==> config.mk <==
export PLATFORM = sky130hd
export DESIGN_NAME = ltrd_token_div
export DESIGN_NICKNAME = d
export VERILOG_FILES = /design/src/rtl/core/ltrd_pkg.sv /design/src/rtl/core/ltrd_token_div.sv
export SDC_FILE = /design/constraint.sdc
export NUM_CORES = 1
export LEC_CHECK = 0
export BUFFER_PORTS_ARGS = -buffer_cell sky130_fd_sc_hd__clkbuf_2
export CORE_MARGIN = 4
export CORE_UTILIZATION = 40
export CTS_BUF_LIST = sky130_fd_sc_hd__clkbuf_8
export DETAILED_ROUTE_END_ITERATION = 6
export PLACE_DENSITY = 0.67
export SYNTH_ARGS = -nofsm -noshare
export SYNTH_HDL_FRONTEND = slang
export SYNTH_SLANG_ARGS = --single-unit
==> constraint.sdc <==
create_clock -name clock -period 9.55 [get_ports clock]
set_input_delay 1.4325 -clock clock [delete_from_list [all_inputs] [get_ports clock]]
set_output_delay 1.4325 -clock clock [all_outputs]
set_load 0.005 [all_outputs]
==> src/rtl/core/ltrd_pkg.sv <==
// Shared types, codes and sizes for the LZ77 token run decoder.
package ltrd_pkg;

   // Default sizes. The history size must be a power of two.
   localparam int HISTORY_SIZE_DEFAULT = 4096;
   localparam int MAX_RUN_DEFAULT      = 64;

   localparam int DATA_W     = 8;
   localparam int COUNT_W    = 32;
   localparam int TOKEN_W    = 32;
   localparam int MAXDIST_W  = 12;
   localparam int MINLEN_W   = 4;
   localparam int DIVISOR_W  = MAXDIST_W + 1;
   localparam int RUN_LEN_W  = 7;
   localparam int CSR_IDX_W  = 2;
   localparam int CSR_DATA_W = 32;

   // Command codes.
   localparam logic [1:0] OP_LITERAL = 2'd0;
   localparam logic [1:0] OP_RUN     = 2'd1;
   localparam logic [1:0] OP_RESTART = 2'd2;

   // Result status codes.
   localparam logic [1:0] STAT_BYTE     = 2'd0;
   localparam logic [1:0] STAT_END      = 2'd1;
   localparam logic [1:0] STAT_TOO_LONG = 2'd2;
   localparam logic [1:0] STAT_RESTART  = 2'd3;

   // Configuration register indexes.
   localparam logic [CSR_IDX_W-1:0] CSR_MAX_DISTANCE = 2'd0;
   localparam logic [CSR_IDX_W-1:0] CSR_MIN_LENGTH   = 2'd1;
   localparam logic [CSR_IDX_W-1:0] CSR_TOTAL_BYTES  = 2'd2;

   typedef enum logic [1:0] {
      ST_IDLE,
      ST_SINGLE,
      ST_DIV,
      ST_RUN
   } ltrd_state_type;

   typedef enum logic [2:0] {
      DV_IDLE,
      DV_MUL,
      DV_CHECK,
      DV_ITER,
      DV_DONE
   } ltrd_div_state_type;

   typedef struct packed {
      logic                 done;
      logic                 too_long;
      logic [RUN_LEN_W-1:0] length;
      logic [MAXDIST_W-1:0] distance;
   } ltrd_div_result_type;

endpackage

==> src/rtl/core/ltrd_token_div.sv <==
// Splits a run token into length and distance with a bit-serial restoring divider.
module ltrd_token_div
   import ltrd_pkg::*;
#(
   parameter int MAX_RUN = MAX_RUN_DEFAULT
) (
   input  logic                 clock,
   input  logic                 reset,
   input  logic                 start,
   input  logic [TOKEN_W-1:0]   token,
   input  logic [MAXDIST_W-1:0] max_distance,
   input  logic [MINLEN_W-1:0]  min_length,
   output ltrd_div_result_type  result
);

   localparam int LEN_W = $clog2(MAX_RUN + 1);
   localparam int REM_W = LEN_W + DIVISOR_W;
   localparam int LIM_W = LEN_W + 1 + DIVISOR_W;
   localparam int IDX_W = $clog2(LEN_W);
   localparam int SUM_W = LEN_W + MINLEN_W;
   localparam logic [LEN_W:0] RUN_P1 = (LEN_W+1)'(MAX_RUN + 1);

   ltrd_div_state_type   state_ff, state_in;
   logic [TOKEN_W-1:0]   token_ff, token_in;
   logic [DIVISOR_W-1:0] divisor_ff, divisor_in;
   logic [MINLEN_W-1:0]  min_length_ff, min_length_in;
   logic [LIM_W-1:0]     limit_ff, limit_in;
   logic                 over_ff, over_in;
   logic                 too_long_ff, too_long_in;
   logic [REM_W-1:0]     rem_ff, rem_in;
   logic [LEN_W-1:0]     quot_ff, quot_in;
   logic [IDX_W-1:0]     idx_ff, idx_in;
   logic [LEN_W:0]       quot_limit;
   logic [REM_W-1:0]     trial;
   logic [SUM_W-1:0]     len_sum;
   logic                 div_done;

   always_ff @(posedge clock) begin
      if (reset) begin
         state_ff <= DV_IDLE;
      end else begin
         state_ff <= state_in;
      end
   end

   always_ff @(posedge clock) begin
      token_ff      <= token_in;
      divisor_ff    <= divisor_in;
      min_length_ff <= min_length_in;
      limit_ff      <= limit_in;
      over_ff       <= over_in;
      too_long_ff   <= too_long_in;
      rem_ff        <= rem_in;
      quot_ff       <= quot_in;
      idx_ff        <= idx_in;
   end

   // The quotient may be at most MAX_RUN - min_length, so the token must stay
   // below (MAX_RUN + 1 - min_length) times the divisor.
   assign quot_limit = RUN_P1 - (LEN_W+1)'(min_length_ff);
   assign trial      = REM_W'(divisor_ff) << idx_ff;
   assign len_sum    = SUM_W'(quot_ff) + SUM_W'(min_length_ff);

   always_comb begin
      state_in      = state_ff;
      token_in      = token_ff;
      divisor_in    = divisor_ff;
      min_length_in = min_length_ff;
      limit_in      = limit_ff;
      over_in       = over_ff;
      too_long_in   = too_long_ff;
      rem_in        = rem_ff;
      quot_in       = quot_ff;
      idx_in        = idx_ff;
      div_done      = 1'b0;

      case (state_ff)
         DV_IDLE: begin
            if (start) begin
               token_in      = token;
               divisor_in    = DIVISOR_W'(max_distance) + DIVISOR_W'(1);
               min_length_in = min_length;
               state_in      = DV_MUL;
            end
         end
         DV_MUL: begin
            limit_in = LIM_W'(quot_limit) * LIM_W'(divisor_ff);
            over_in  = 32'(min_length_ff) > MAX_RUN;
            state_in = DV_CHECK;
         end
         DV_CHECK: begin
            if (over_ff || (token_ff >= TOKEN_W'(limit_ff))) begin
               too_long_in = 1'b1;
               state_in    = DV_DONE;
            end else begin
               too_long_in = 1'b0;
               rem_in      = token_ff[REM_W-1:0];
               quot_in     = '0;
               idx_in      = IDX_W'(LEN_W - 1);
               state_in    = DV_ITER;
            end
         end
         DV_ITER: begin
            if (rem_ff >= trial) begin
               rem_in          = rem_ff - trial;
               quot_in[idx_ff] = 1'b1;
            end
            if (idx_ff == '0) begin
               state_in = DV_DONE;
            end else begin
               idx_in = idx_ff - IDX_W'(1);
            end
         end
         DV_DONE: begin
            div_done = 1'b1;
            state_in = DV_IDLE;
         end
         default: begin
            state_in = DV_IDLE;
         end
      endcase
   end

   assign result.done     = div_done;
   assign result.too_long = too_long_ff;
   assign result.length   = RUN_LEN_W'(len_sum);
   assign result.distance = rem_ff[MAXDIST_W-1:0];

endmodule

## After elaboration in Yosys (flattened, before gate mapping)

Cells that the tools add are included.

| storage, ports and cells | value |
|---|---|
| RAM bits | 0 |
| output and inout port bits | 21 |
| latch bits | 0 |
| register bits | 104 |
| word-level logic and storage cells | 55 |
| input bits | 51 |
| bits in read-only memories | 0 |
| memories | 0 |

| cells by class | value |
|---|---|
| equality and inequality tests | 9 |
| $lt $le $gt $ge | 4 |
| add/subtract/negate cells | 5 |
| div/mod/pow operators | 0 |
| multiply operators | 1 |
| mux-type cells | 17 |
| reduce and logical (&&, ||, !) cells | 8 |
| bitwise operators | 1 |
| shifts and indexed selects | 1 |

Operators with widths:

| cell | count |
|---|---|
| $mux 20 | 2 |
| $pmux 20 s2 | 1 |
| $ge 32x21->1 | 1 |
| $mul 8x13->21 | 1 |
| $ge 20x20->1 | 1 |
| $shl 13x3->20 | 1 |
| $sub 20x20->20 | 1 |
| $mux 3 | 5 |
| $mux 7 | 2 |
| $pmux 7 s2 | 1 |
| $add 12x1->13 const B | 1 |
| $pmux 3 s4 | 1 |
| $ne 2x2->1 const B | 5 |
| $sub 7x4->8 const A | 1 |
| $add 7x4->7 | 1 |
| $or 7x7->7 | 1 |
| $eq 3x2->1 const B | 2 |
| $logic_not 3->1 | 2 |
| $pmux 3 s2 | 1 |
| $reduce_and 3->1 | 2 |
| $lt 3x4->1 const B | 1 |
| $reduce_and 2->1 | 2 |
| $demux 1 s3 | 1 |
| $eq 3x1->1 const B | 1 |
| 6 further kinds | 8 |

## Logic depth before layout (Yosys ltp)

| depth | value |
|---|---|
| word-level depth | 7 |
| depth in mapped cells | 20 |
| mapped depth without buffers | 19 |

## Worst setup path after synthesis

No wires, ideal clock.

| timing path | value |
|---|---|
| path type | input-to-reg |
| start | input port start |
| end | register divisor_ff[0] (enable) |
| path slack | 2.523 ns |
| data arrival time | 6.433 ns |
| buffers on the path | 0 |
| required time | 8.956 ns |
| stages | 1 |
| cell sequence | nor4b_1 |

| on the way | value |
|---|---|
| word-level cells in the longest chain between the ends | 1 |

RTL lines:

| what | line | source |
|---|---|---|
| start, declared | ltrd_token_div.sv:9 | `input logic start,` |
| $reduce_and 2->1 (no line) | -- |  |
| end signal, assigned | ltrd_token_div.sv:48 | `divisor_ff <= divisor_in;` |
| end, declared | ltrd_token_div.sv:25 | `logic [DIVISOR_W-1:0] divisor_ff, divisor_in;` |

No other way between the ends.
A chain may end at the register's enable or synchronous reset.

## Worst setup path after layout

| timing path | value |
|---|---|
| start | register min_length_ff[1] |
| end | register limit_ff[18] (data pin) |

| on the way | value |
|---|---|
| word-level cells in the longest chain between the ends | 2 |

RTL lines:

| what | line | source |
|---|---|---|
| start, declared | ltrd_token_div.sv:26 | `logic [MINLEN_W-1:0] min_length_ff, min_length_in;` |
| start signal, assigned | ltrd_token_div.sv:49 | `min_length_ff <= min_length_in;` |
| $sub 7x4->8 | ltrd_token_div.sv:60 | `assign quot_limit = RUN_P1 - (LEN_W+1)'(min_length_ff);` |
| $mul 8x13->21 | ltrd_token_div.sv:87 | `limit_in = LIM_W'(quot_limit) * LIM_W'(divisor_ff);` |
| end signal, assigned | ltrd_token_div.sv:50 | `limit_ff <= limit_in;` |
| end, declared | ltrd_token_div.sv:27 | `logic [LIM_W-1:0] limit_ff, limit_in;` |

No other way between the ends.

==> impl_metrics.py <==
metrics = {
    "timing": {
        "tns_ns": 0,
        "tightest_slew_ns": 1.178,
        "clock.fmax_ghz": 0.1765,
        "period_share_pct": 59.34,
        "holdWs_ns": 0.5622,
        "hold_viol": 0,
        "period_minus_slack_ns": 5.667,
        "slew_headroom_pct": 21.46,
        "setup_viol": 0,
        "rsz0062_at_grt": "no",
        "skew_ns": 0.01635,
        "slew_violations": 0,
    },
    "critical_path": {
        "crit_family": "adder cells",
        "arrival_ns": 5.79,
        "worstSetupStartpoint": "min_length_ff[1]",
        "crit_path_end": "limit_ff[18]",
        "cp_cell_sequence": "inv_1 > ha_1 > ha_1 > nand2_1 > fa_1 > fa_1 > inv_1 > fa_1 > inv_1 > fa_1 > inv_1 > ha_1 > and3_1 > a22o_1 > o21ba_2 > o21ai_1 > a21oi_1 > xor2_1",
        "path_depth": 18,
        "r2r_cells": 18,
        "crit_type": "reg2reg",
        "endpoint_kind": "flop",
        "reg2reg_from": "min_length_ff[1]",
        "worstPathRequired_ns": 9.68,
        "cpMaxStageDelayCell": "edfxtp_1",
        "path_max_fanout": 16,
        "critPathLaunchType": "flop",
        "reg2reg_slack_ns": 3.88,
        "cp_slowest_stage_delay_ns": 0.63,
        "rr_endpoint": "limit_ff[18]",
        "path_buf_inv": 4,
    },
    "cts": {
        "cts_setup_buffers": 0,
        "cts.clk_slew.worst_paths_ns": 0.09,
        "ctsHtreeMaxLevel": 3,
        "clockRootBuffer": "clkbuf_8",
        "cts_resized": 0,
        "clock_latency_ns": 0.39,
        "cts_tree": "built",
        "clockBufferDepth": 2,
        "numCtsBuffers": 9,
        "clock_sinks": 104,
        "ctsHoldBuffers": 0,
    },
    "route": {
        "drcViolationCount": 0,
        "wl_mm": 21.01,
        "drt-pass1-iter-count": 5,
        "drt_iter0_drc": 426,
        "vias": 6778,
        "ant_nets": 0,
        "via_per_inst": 5.238,
        "post_drt_wl_per_cell_um": 16.24,
    },
    "placed_design": {
        "gp_routability_congestion": 0.9060,
        "port_buffers": 71,
        "placed_cells_incl_taps": 1280,
        "placed_cell_area_sq_um": 9965,
        "dpl.hpwl_mm": 16.73,
    },
    "logic_synthesis": {
        "synth.largest_area_cell": "edfxtp_1",
        "ys_top_cells_by_count": "inv_1, edfxtp_1, ha_1",
        "synth_ff_type": "edfxtp_1",
        "synth_cells": 935,
        "synth_top_area_share_pct": 32.27,
        "syn_area_sq_um": 9399,
        "ys_seq_area_share_pct": 32.91,
        "synth-edff-count": 101,
        "synth_most_common_cell": "inv_1",
        "syn_avg_cell_area_sq_um": 10.05,
        "syn-num-nets": 1144,
        "ys_async_sr_fraction_pct": 0,
        "synthDistinctLibCells": 75,
        "yosys_register_bits": 104,
        "synth_warnings": 0,
        "synth_area_leaders": "edfxtp_1, ha_1, fa_1, inv_1, and2_1",
    },
    "finish": {
        "drive_above_1_share_pct": 11.52,
        "area_growth_pct": 8.213,
        "fin_util_pct": 44.52,
        "fillers": 2255,
        "diodes": 0,
        "final_net_count": 1187,
        "register_area_sq_um": 3093,
        "instances_no_fill": 1294,
        "design_area_sq_um": 10170,
        "multi_input_area_sq_um": 5659,
    },
    "grt": {
        "gr-total-overflow": 0,
        "antenna_found_initial": 1,
        "grt_pass1_wl_mm": 35.09,
        "grt_use_total_pct": 16.76,
        "grt_max_degree": 50,
        "grt_pass1_vias": 6849,
    },
    "hold_path": {
        "min-delay-path-class": "reg2reg",
        "min_path_cells": 2,
    },
    "floorplanning": {
        "ios": 72,
        "die-area_sq_um": 26010,
        "die_x_um": 161.3,
        "row_count": 55,
        "start_util_pct": 41.14,
        "die_h_um": 161.3,
        "design.core.area_sq_um": 22850,
    },
    "power_and_ir_drop": {
        "leakage_nw": 4.481,
        "p_per_area_nw_per_um2": 195.4,
        "irDropWorstVdd_v": 0.0001320,
    },
    "outcome": {
        "status": "complete, no violations",
    },
    "job": {
        "drv_cap": 0,
    },
}
[registers in the layout, indices dropped and copies added (netlist names)]
register and flops:
rem_ff 20, limit_ff 21, quot_ff 7, divisor_ff 13, too_long_ff 1, min_length_ff 4, token_ff 32, state_ff 3
idx_ff 3
[cells in the final DEF (no fill, tap or decap), types with 18 or more instances in the layout]
cell type / synthesis / layout
inv_1: 116 / 116
ha_1: 101 / 101
edfxtp_1: 101 / 101
clkbuf_2: 1 / 71
fa_1: 57 / 57
and2_1: 52 / 52
nand2_1: 51 / 51
nor2b_1: 49 / 49
a21oi_1: 41 / 41
nor2_1: 36 / 36
o21ai_0: 31 / 31
nand3_1: 25 / 25
xnor2_1: 24 / 24
nor3_1: 21 / 19
mux2i_1: 18 / 18
[stage by stage]
stage | power [mW] | worst slack, ns
floorplan | 1.466 | 2.523
global placement | 1.689 | 4.064
detailed placement | 1.709 | 3.930
CTS | 2.014 | 3.908
global route | 2.187 | 3.516
finish | 1.987 | 3.883
[logic make-up (layout without fill, tap and decap cells)]
| family | after synthesis | in the layout | synth area share [%] |
|---|---|---|---|
| XOR/XNOR | 33 | 33 | 3.075 |
| multiplexers | 23 | 23 | 2.756 |
| adder cells (fa/ha/maj) | 158 | 158 | 25.59 |
| buffers and inverters | 159 | 205 | 7.055 |
| AND/OR/NAND/NOR | 296 | 296 | 17.11 |
| flip-flops | 104 | 104 | 32.91 |
| AO/OA/AOI/OAI | 162 | 162 | 11.52 |
[layer usage]
layer  track usage [%]  part of all wire (%)
met1             21.48                    43
met2             29.32                    50
met3             2.781                   4.6
met4             4.808                   2.3
met5                 0                     0
[power by group]
group | switching [mW] | internal [mW]
sequential | 0.0337 | 0.601
clock | 0.152 | 0.146
combinational | 0.596 | 0.460
total | 0.781 | 1.21
[worst min path at each step]
stage,slack [ns],start,end
final,0.56,token_ff[0],rem_ff[0]
after global routing,0.61,token_ff[0],rem_ff[0]
after detailed placement,0.54,token_ff[0],rem_ff[0]
after floorplan,0.52,token_ff[0],rem_ff[0]
after CTS,0.57,token_ff[0],rem_ff[0]
after global placement,0.54,token_ff[0],rem_ff[0]
[worst register-to-register path: cells and delay by family (launching register included)]
family	cells	cell delay, ns
AO/OA/AOI/OAI	4	0.83
XOR/XNOR	1	0.15
adder cells (fa/ha/maj)	7	3.15
buffers and inverters	4	0.32
flip-flops	1	0.63
AND/OR/NAND/NOR	2	0.33
[cell type report]
| type | instances | share of cell area [%] |
|---|---|---|
| multi-input cells | 672 | 55.64 |
| flip-flops and latches | 104 | 30.41 |
| inverters | 116 | 4.281 |
| well taps | 313 | 3.850 |
| repair buffers | 75 | 3.789 |
| clock buffers | 9 | 1.218 |
| clock inverters | 5 | 0.8119 |
(Power assumes the default switching activity.)
